--- config.mk ---
export PLATFORM = sky130hd
export DESIGN_NAME = lightmap_texel_overbright_normalize
export DESIGN_NICKNAME = d
export VERILOG_FILES = /design/src/lton_pkg.sv /design/src/lton_front.sv /design/src/lton_div.sv /design/src/lton_sel.sv /design/src/lton_mono.sv /design/src/lightmap_texel_overbright_normalize.sv
export SDC_FILE = /design/constraint.sdc
export NUM_CORES = 2
export LEC_CHECK = 0
export ABC_AREA = 0
export BUFFER_PORTS_ARGS = -buffer_cell sky130_fd_sc_hd__buf_2
export CAP_MARGIN = 25
export CORE_MARGIN = 3
export CORE_UTILIZATION = 35
export DETAILED_ROUTE_END_ITERATION = 10
export PLACE_DENSITY = 0.59
export SLEW_MARGIN = 10
export SYNTH_ARGS = -nofsm -noshare
export SYNTH_HDL_FRONTEND = slang
export SYNTH_SLANG_ARGS = --single-unit
export TNS_END_PERCENT = 50
--- constraint.sdc ---
create_clock -name clk -period 20.2 [get_ports clk]
set_input_delay 0 -clock clk [delete_from_list [all_inputs] [get_ports clk]]
set_output_delay 0 -clock clk [all_outputs]
set_load 0.01 [all_outputs]
--- src/lton_pkg.sv ---
// Shared types, constants and the helper function of the lightmap texel normalizer.
package lton_pkg;

  // Register stages between input acceptance and the output register, inclusive.
  localparam int NSTAGE = 7;
  // Restoring divider stages, two quotient bits each.
  localparam int NDIV   = 4;

  localparam logic [7:0] FULL = 8'd255;
  // floor(x / 3) == (x * THIRD_MUL) >> THIRD_SHIFT for every channel sum up to 765.
  localparam logic [9:0] THIRD_MUL   = 10'd683;
  localparam int         THIRD_SHIFT = 11;

  typedef enum logic [1:0] {
    MODE_COLOR = 2'd0,
    MODE_LUM   = 2'd1,
    MODE_FAKE  = 2'd2,
    MODE_ALPHA = 2'd3
  } mode_t;

  typedef enum logic [1:0] {
    CFG_SHIFT  = 2'd0,
    CFG_MODE   = 2'd1,
    CFG_ABSENT = 2'd2,
    CFG_SPARE  = 2'd3
  } cfg_index_t;

  // Payload that travels through the divider stages.
  typedef struct packed {
    logic [2:0][7:0] pass;    // shifted channels, valid when no rescale is needed
    logic [7:0]      apass;   // brightest shifted channel, same condition
    logic            rescale;
    logic [7:0]      dvsr;    // brightest unshifted channel
    logic [2:0][7:0] rem;
    logic [2:0][7:0] nlo;     // numerator bits not yet brought down, MSB first
    logic [2:0][7:0] quo;
  } lton_div_t;

  // Payload between the select stage and the mono stage.
  typedef struct packed {
    logic [2:0][7:0] chan;
    logic [7:0]      alpha;
    logic [7:0]      fake_alpha;
  } lton_sel_t;

  // One restoring division step on all three channels.
  function automatic lton_div_t div_step(input lton_div_t s);
    lton_div_t  t;
    logic [8:0] trial;
    t = s;
    for (int ch = 0; ch < 3; ch++) begin
      trial = {s.rem[ch], s.nlo[ch][7]};
      if (trial >= {1'b0, s.dvsr}) begin
        t.rem[ch] = 8'(trial - {1'b0, s.dvsr});
        t.quo[ch] = {s.quo[ch][6:0], 1'b1};
      end else begin
        t.rem[ch] = trial[7:0];
        t.quo[ch] = {s.quo[ch][6:0], 1'b0};
      end
      t.nlo[ch] = {s.nlo[ch][6:0], 1'b0};
    end
    return t;
  endfunction

endpackage

--- src/lton_front.sv ---
// First stage: source select, overbright shift, maximum and divider setup.
module lton_front (
  input  logic                clk,
  input  logic                en,
  input  logic [2:0]          shift,
  input  logic                absent,
  input  logic [7:0]          red_in,
  input  logic [7:0]          green_in,
  input  logic [7:0]          blue_in,
  output lton_pkg::lton_div_t q
);
  import lton_pkg::*;

  logic [2:0][7:0]  src;
  logic [2:0][14:0] shifted;
  logic [2:0]       eff_shift;
  logic [14:0]      mx_sh;
  logic [7:0]       mx_src;
  logic [15:0]      num;
  lton_div_t        d;

  always_comb begin
    eff_shift = absent ? 3'd0 : shift;
    src[0] = absent ? FULL : red_in;
    src[1] = absent ? FULL : green_in;
    src[2] = absent ? FULL : blue_in;
    for (int ch = 0; ch < 3; ch++) begin
      shifted[ch] = {7'd0, src[ch]} << eff_shift;
    end
    mx_sh  = (shifted[0] > shifted[1]) ? shifted[0] : shifted[1];
    mx_sh  = (shifted[2] > mx_sh) ? shifted[2] : mx_sh;
    mx_src = (src[0] > src[1]) ? src[0] : src[1];
    mx_src = (src[2] > mx_src) ? src[2] : mx_src;

    // The common power of two cancels, so the rescale divides the unshifted
    // channel times 255 by the unshifted maximum.
    d.rescale = (mx_sh > 15'(FULL));
    d.apass   = mx_sh[7:0];
    d.dvsr    = mx_src;
    num       = 16'd0;
    for (int ch = 0; ch < 3; ch++) begin
      d.pass[ch] = shifted[ch][7:0];
      num        = {src[ch], 8'd0} - {8'd0, src[ch]};
      d.rem[ch]  = num[15:8];
      d.nlo[ch]  = num[7:0];
      d.quo[ch]  = 8'd0;
    end
  end

  always_ff @(posedge clk) begin
    if (en) begin
      q <= d;
    end
  end

endmodule

--- src/lton_div.sv ---
// One divider stage: two restoring division steps on all three channels.
module lton_div (
  input  logic                clk,
  input  logic                en,
  input  lton_pkg::lton_div_t d,
  output lton_pkg::lton_div_t q
);
  import lton_pkg::*;

  lton_div_t q_next;

  always_comb begin
    q_next = div_step(div_step(d));
  end

  always_ff @(posedge clk) begin
    if (en) begin
      q <= q_next;
    end
  end

endmodule

--- src/lton_sel.sv ---
// Selects rescaled or plain channels and forms the fake-colour alpha.
module lton_sel (
  input  logic                clk,
  input  logic                en,
  input  lton_pkg::lton_div_t d,
  output lton_pkg::lton_sel_t q
);
  import lton_pkg::*;

  lton_sel_t   q_next;
  logic [9:0]  sum;
  logic [19:0] third;

  always_comb begin
    for (int ch = 0; ch < 3; ch++) begin
      q_next.chan[ch] = d.rescale ? d.quo[ch] : d.pass[ch];
    end
    // After a rescale the brightest channel lands exactly on 255.
    q_next.alpha = d.rescale ? FULL : d.apass;
    sum   = {2'd0, q_next.chan[0]} + {2'd0, q_next.chan[1]} + {2'd0, q_next.chan[2]};
    third = sum * THIRD_MUL;
    q_next.fake_alpha = FULL - third[THIRD_SHIFT +: 8];
  end

  always_ff @(posedge clk) begin
    if (en) begin
      q <= q_next;
    end
  end

endmodule

--- src/lton_mono.sv ---
// Output stage: applies the mono mode and holds the result beat.
module lton_mono (
  input  logic                clk,
  input  logic                en,
  input  lton_pkg::mode_t     mode,
  input  lton_pkg::lton_sel_t d,
  output logic [7:0]          red_out,
  output logic [7:0]          green_out,
  output logic [7:0]          blue_out,
  output logic [7:0]          alpha_out
);
  import lton_pkg::*;

  logic [2:0][15:0] prod;
  logic [2:0][16:0] adj;
  logic [2:0][7:0]  faded;
  logic [2:0][7:0]  chan_next;
  logic [7:0]       alpha_next;

  always_comb begin
    // floor(p / 255) for a 16-bit product, without a divider.
    for (int ch = 0; ch < 3; ch++) begin
      prod[ch]  = d.chan[ch] * d.fake_alpha;
      adj[ch]   = {1'b0, prod[ch]} + 17'd1 + {9'd0, prod[ch][15:8]};
      faded[ch] = adj[ch][15:8];
    end

    unique case (mode)
      MODE_COLOR: begin
        chan_next  = d.chan;
        alpha_next = d.alpha;
      end
      MODE_LUM: begin
        chan_next  = {8'd0, 8'd0, d.alpha};
        alpha_next = d.alpha;
      end
      MODE_FAKE: begin
        chan_next  = faded;
        alpha_next = d.fake_alpha;
      end
      MODE_ALPHA: begin
        chan_next  = '0;
        alpha_next = FULL - d.alpha;
      end
      default: begin
        chan_next  = '0;
        alpha_next = FULL - d.alpha;
      end
    endcase
  end

  always_ff @(posedge clk) begin
    if (en) begin
      red_out   <= chan_next[0];
      green_out <= chan_next[1];
      blue_out  <= chan_next[2];
      alpha_out <= alpha_next;
    end
  end

endmodule

--- src/lightmap_texel_overbright_normalize.sv ---
// Top level of the lightmap texel overbright normalizer.
// Turns one RGB lightmap texel into one RGBA texel: overbright shift, rescale of
// texels brighter than 255 by floor(v*255/max), then the mono mode. The block
// is a seven-stage pipeline (setup, four radix-2 divider stages of two quotient
// bits each, select, mono/output register), and a new texel is taken every
// cycle unless the pipeline is full and its output stalled. Each stage holds
// only while the stage after it is full and held, so empty slots close up and
// input beats keep being taken on a stalled output until every stage is full.
// Configuration writes are taken every cycle; they should only be made while
// no texel is in flight. Indexes with no register are ignored.
module lightmap_texel_overbright_normalize (
  input  logic       clk,
  input  logic       rst,
  input  logic       in_valid,
  output logic       in_stall,
  input  logic [7:0] red_in,
  input  logic [7:0] green_in,
  input  logic [7:0] blue_in,
  output logic       out_valid,
  input  logic       out_stall,
  output logic [7:0] red_out,
  output logic [7:0] green_out,
  output logic [7:0] blue_out,
  output logic [7:0] alpha_out,
  input  logic       cfg_valid,
  output logic       cfg_ready,
  input  logic [1:0] cfg_index,
  input  logic [2:0] cfg_data
);
  import lton_pkg::*;

  logic [2:0]        overbright_shift;
  mode_t             mono_mode;
  logic              source_absent;

  logic [NSTAGE-1:0] valid;
  logic [NSTAGE-1:0] en;
  lton_div_t         div_q [0:NDIV];
  lton_sel_t         sel_q;

  assign cfg_ready = 1'b1;

  always_ff @(posedge clk) begin
    if (rst) begin
      overbright_shift <= 3'd0;
      mono_mode        <= MODE_COLOR;
      source_absent    <= 1'b0;
    end else if (cfg_valid && cfg_ready) begin
      unique case (cfg_index_t'(cfg_index))
        CFG_SHIFT:  overbright_shift <= cfg_data;
        CFG_MODE:   mono_mode        <= mode_t'(cfg_data[1:0]);
        CFG_ABSENT: source_absent    <= cfg_data[0];
        CFG_SPARE:  ;
        default:    ;
      endcase
    end
  end

  // A stage loads when it is empty or when the stage after it moves on.
  always_comb begin
    en[NSTAGE-1] = !valid[NSTAGE-1] || !out_stall;
    for (int i = NSTAGE - 2; i >= 0; i--) begin
      en[i] = !valid[i] || en[i+1];
    end
  end

  always_ff @(posedge clk) begin
    if (rst) begin
      valid <= '0;
    end else begin
      if (en[0]) begin
        valid[0] <= in_valid;
      end
      for (int i = 1; i < NSTAGE; i++) begin
        if (en[i]) begin
          valid[i] <= valid[i-1];
        end
      end
    end
  end

  assign in_stall  = !en[0];
  assign out_valid = valid[NSTAGE-1];

  lton_front u_front (
    .clk      (clk),
    .en       (en[0]),
    .shift    (overbright_shift),
    .absent   (source_absent),
    .red_in   (red_in),
    .green_in (green_in),
    .blue_in  (blue_in),
    .q        (div_q[0])
  );

  for (genvar k = 0; k < NDIV; k++) begin : g_div
    lton_div u_div (
      .clk (clk),
      .en  (en[k+1]),
      .d   (div_q[k]),
      .q   (div_q[k+1])
    );
  end

  lton_sel u_sel (
    .clk (clk),
    .en  (en[NDIV+1]),
    .d   (div_q[NDIV]),
    .q   (sel_q)
  );

  lton_mono u_mono (
    .clk       (clk),
    .en        (en[NSTAGE-1]),
    .mode      (mono_mode),
    .d         (sel_q),
    .red_out   (red_out),
    .green_out (green_out),
    .blue_out  (blue_out),
    .alpha_out (alpha_out)
  );

endmodule
==> impl_metrics.env <==
export IMPL_crit_type="reg2reg"
export IMPL_avgRoutedWirePerCell_um=16.69
export IMPL_period_needed_ns=8.155
export IMPL_r2r_slack_ns=12.05
export IMPL_cts_resized=0
export IMPL_core_area_mm2=0.1057
export IMPL_cts_hold_buf=53
export IMPL_grt_pass1_wl_um=134600
export IMPL_synth_area_top_cells="edfxtp_1 (39%), ha_1 (15%), fa_1 (8.0%)"
export IMPL_final_nets=4144
export IMPL_clock_root_buffer="clkbuf_16"
export IMPL_crit_fanout=32
export IMPL_synthArstFlopShare_pct=0
export IMPL_required_ns=20.56
export IMPL_drc=0
export IMPL_cpPeakStageDelay_ns=0.55
export IMPL_grt_max_degree=77
export IMPL_yosys_area_top_type="edfxtp_1"
export IMPL_synthFlopType="edfxtp_1"
export IMPL_final_common_cell="edfxtp_1"
export IMPL_synth_edf_count=485
export IMPL_synthCells=3391
export IMPL_synth_seq_cells=498
export IMPL_numClockSinks=498
export IMPL_viasPerCell=4.949
export IMPL_io_pins=69
export IMPL_cts_tree="built"
export IMPL_vias=24492
export IMPL_fillers=10198
export IMPL_area_growth_pct=11.36
export IMPL_antenna_found_initial=1
export IMPL_synthDistinctLibCells=73
export IMPL_finalWirelength_um=82620
export IMPL_relSlewSlack_pct=29.12
export IMPL_slowest_stage="fa_1"
export IMPL_tightest_slew_ns=1.063
export IMPL_yosysWarningCount=0
export IMPL_synth_nets=4018
export IMPL_hold_class="in2reg"
export IMPL_numCtsBuffers=53
export IMPL_htreeDepth=2
export IMPL_clkLatencyLatePin_ns=0.62
export IMPL_cts_setup_buffers=0
export IMPL_setup_viol=0
export IMPL_grt_usage_pct=14.98
export IMPL_first_pass_iters=5
export IMPL_status="completed"
export IMPL_io_buffers=67
export IMPL_final_cell_mix="edfxtp_1 (485), ha_1 (443), inv_1 (420)"
export IMPL_ys_seq_area_share_pct=39.58
export IMPL_initial_utilization_pct=35.43
export IMPL_dp_hpwl_um=63460
export IMPL_die_area_mm2=0.1110
export IMPL_synth_area_mm2=0.03746
export IMPL_grt_pass1_vias=24702
export IMPL_clk_pin_slew_ns=0.06
export IMPL_synth_top_area_share_pct=38.88
export IMPL_drtIter0Drc=1239
export IMPL_grt_setup_unrepaired="false"
export IMPL_fin_worst_skew_ns=0.01694
export IMPL_fin_tns_setup_ns=0
export IMPL_cp_end_kind="flop"
export IMPL_gp_congestion=0.8595
export IMPL_diodes=0
export IMPL_slew_violations=0
export IMPL_syn_area_per_cell_um2=11.05
export IMPL_clock_fmax_mhz=122.6
export IMPL_die_h_um=333.1
export IMPL_critPathArrivalTime_ns=8.51
export IMPL_period_share_pct=40.37
export IMPL_cpMostUsedCell="ha_1"
export IMPL_drv_cap=0
export IMPL_hold_violations=0
export IMPL_drive_above_1_share_pct=10.65
export IMPL_antenna_left=0
export IMPL_clk_path_buf_depth=3
export IMPL_worstSetupStartpointType="flop"
export IMPL_core_rowCount=119
export IMPL_overflow=0
export IMPL_dieWidth_um=333.1
logic make-up (layout without fill, tap and decap cells):
| logic type | after synthesis | after routing | synth area share (%) |
|---|---|---|---|
| AO/OA/AOI/OAI | 532 | 532 | 9.303 |
| adder cells (fa/ha/maj) | 594 | 594 | 22.84 |
| other | 1 | 1 | 0.01001 |
| AND/OR/NAND/NOR | 834 | 834 | 11.31 |
| XOR/XNOR | 186 | 186 | 4.389 |
| buffers and inverters | 490 | 657 | 4.957 |
| multiplexers | 256 | 256 | 7.616 |
| flip-flops | 498 | 498 | 39.58 |
final timing paths:
check	from	to	depth (start not counted)
worst max-delay path	g_div[3].u_div.q[80]$_DFFE_PP_	u_sel.q[6]$_DFFE_PP_	31
worst min-delay path	red_in[7]	u_front.q[54]$_DFFE_PN_	4
worst max register to register	g_div[3].u_div.q[80]$_DFFE_PP_	u_sel.q[6]$_DFFE_PP_	31
worst min register to register	g_div[2].u_div.q[5]$_DFFE_PP_	g_div[3].u_div.q[7]$_DFFE_PP_	0
state kept, by name, summed over array words and instances, names as in the netlist:
name,count
u_mono.green_out,8
g_div.u_div.q,324
overbright_shift,3
u_mono.red_out,8
u_front.q,89
mono_mode,2
valid,7
u_mono.alpha_out,8
u_sel.q,40
u_mono.blue_out,8
source_absent,1
stage by stage:
step                      cell area, um2  hold slack (ns)  worst slack, ns  utilization (%)  std cells
after detailed placement           39440           0.2316            12.09            37.30       4799
after global placement             39420           0.2235            12.22            37.29       4798
after CTS                          41680         0.003306            12.07            39.43       4948
after floorplan                    37460          0.06907            12.60                -       3391
final                              41710          0.07334            12.05            39.46       4949
after global routing               41710          0.07384            11.49            39.46       4949
layout make-up:
cell class	instances	area, um2	area share [%]
inverters	422	1587	3.804
multi-input cells	2403	20810	49.88
clock buffers	60	1353	3.243
flip-flops and latches	498	14830	35.55
repair buffers	139	1032	2.475
clock inverters	36	365.4	0.8759
well taps	1391	1740	4.173
worst max-delay path, delay by kind of cell (launching register included):
family                   cells  cell delay (ns)
AO/OA/AOI/OAI               12             2.66
XOR/XNOR                     2             0.36
adder cells (fa/ha/maj)      9             3.35
buffers and inverters        5             0.59
flip-flops                   1             0.32
multiplexers                 1             0.40
AND/OR/NAND/NOR              2             0.20
per-layer routing:
layer  GRT usage, %  part of all wire (%)  vias to the layer above
met5              0                     0                        -
met4          4.559                   2.6                        0
met3          1.435                   3.3                      114
met2          24.93                    47                      377
met1          20.69                    47                    11776
li1               -                     -                    12225
cells in the mapped netlist, drive strengths merged (66+ instances only):
cell type    n
edfxtp     485
mux2       162
fa         150
o21ai      133
xnor2      123
nand2      156
and2       146
a21oi      167
a21o        66
inv        421
nor2       227
ha         443
mux2i       87
Power is left out: the tool's default activity adds up to more than one toggle a clock period on the data nets, which glitch-free logic cannot reach.
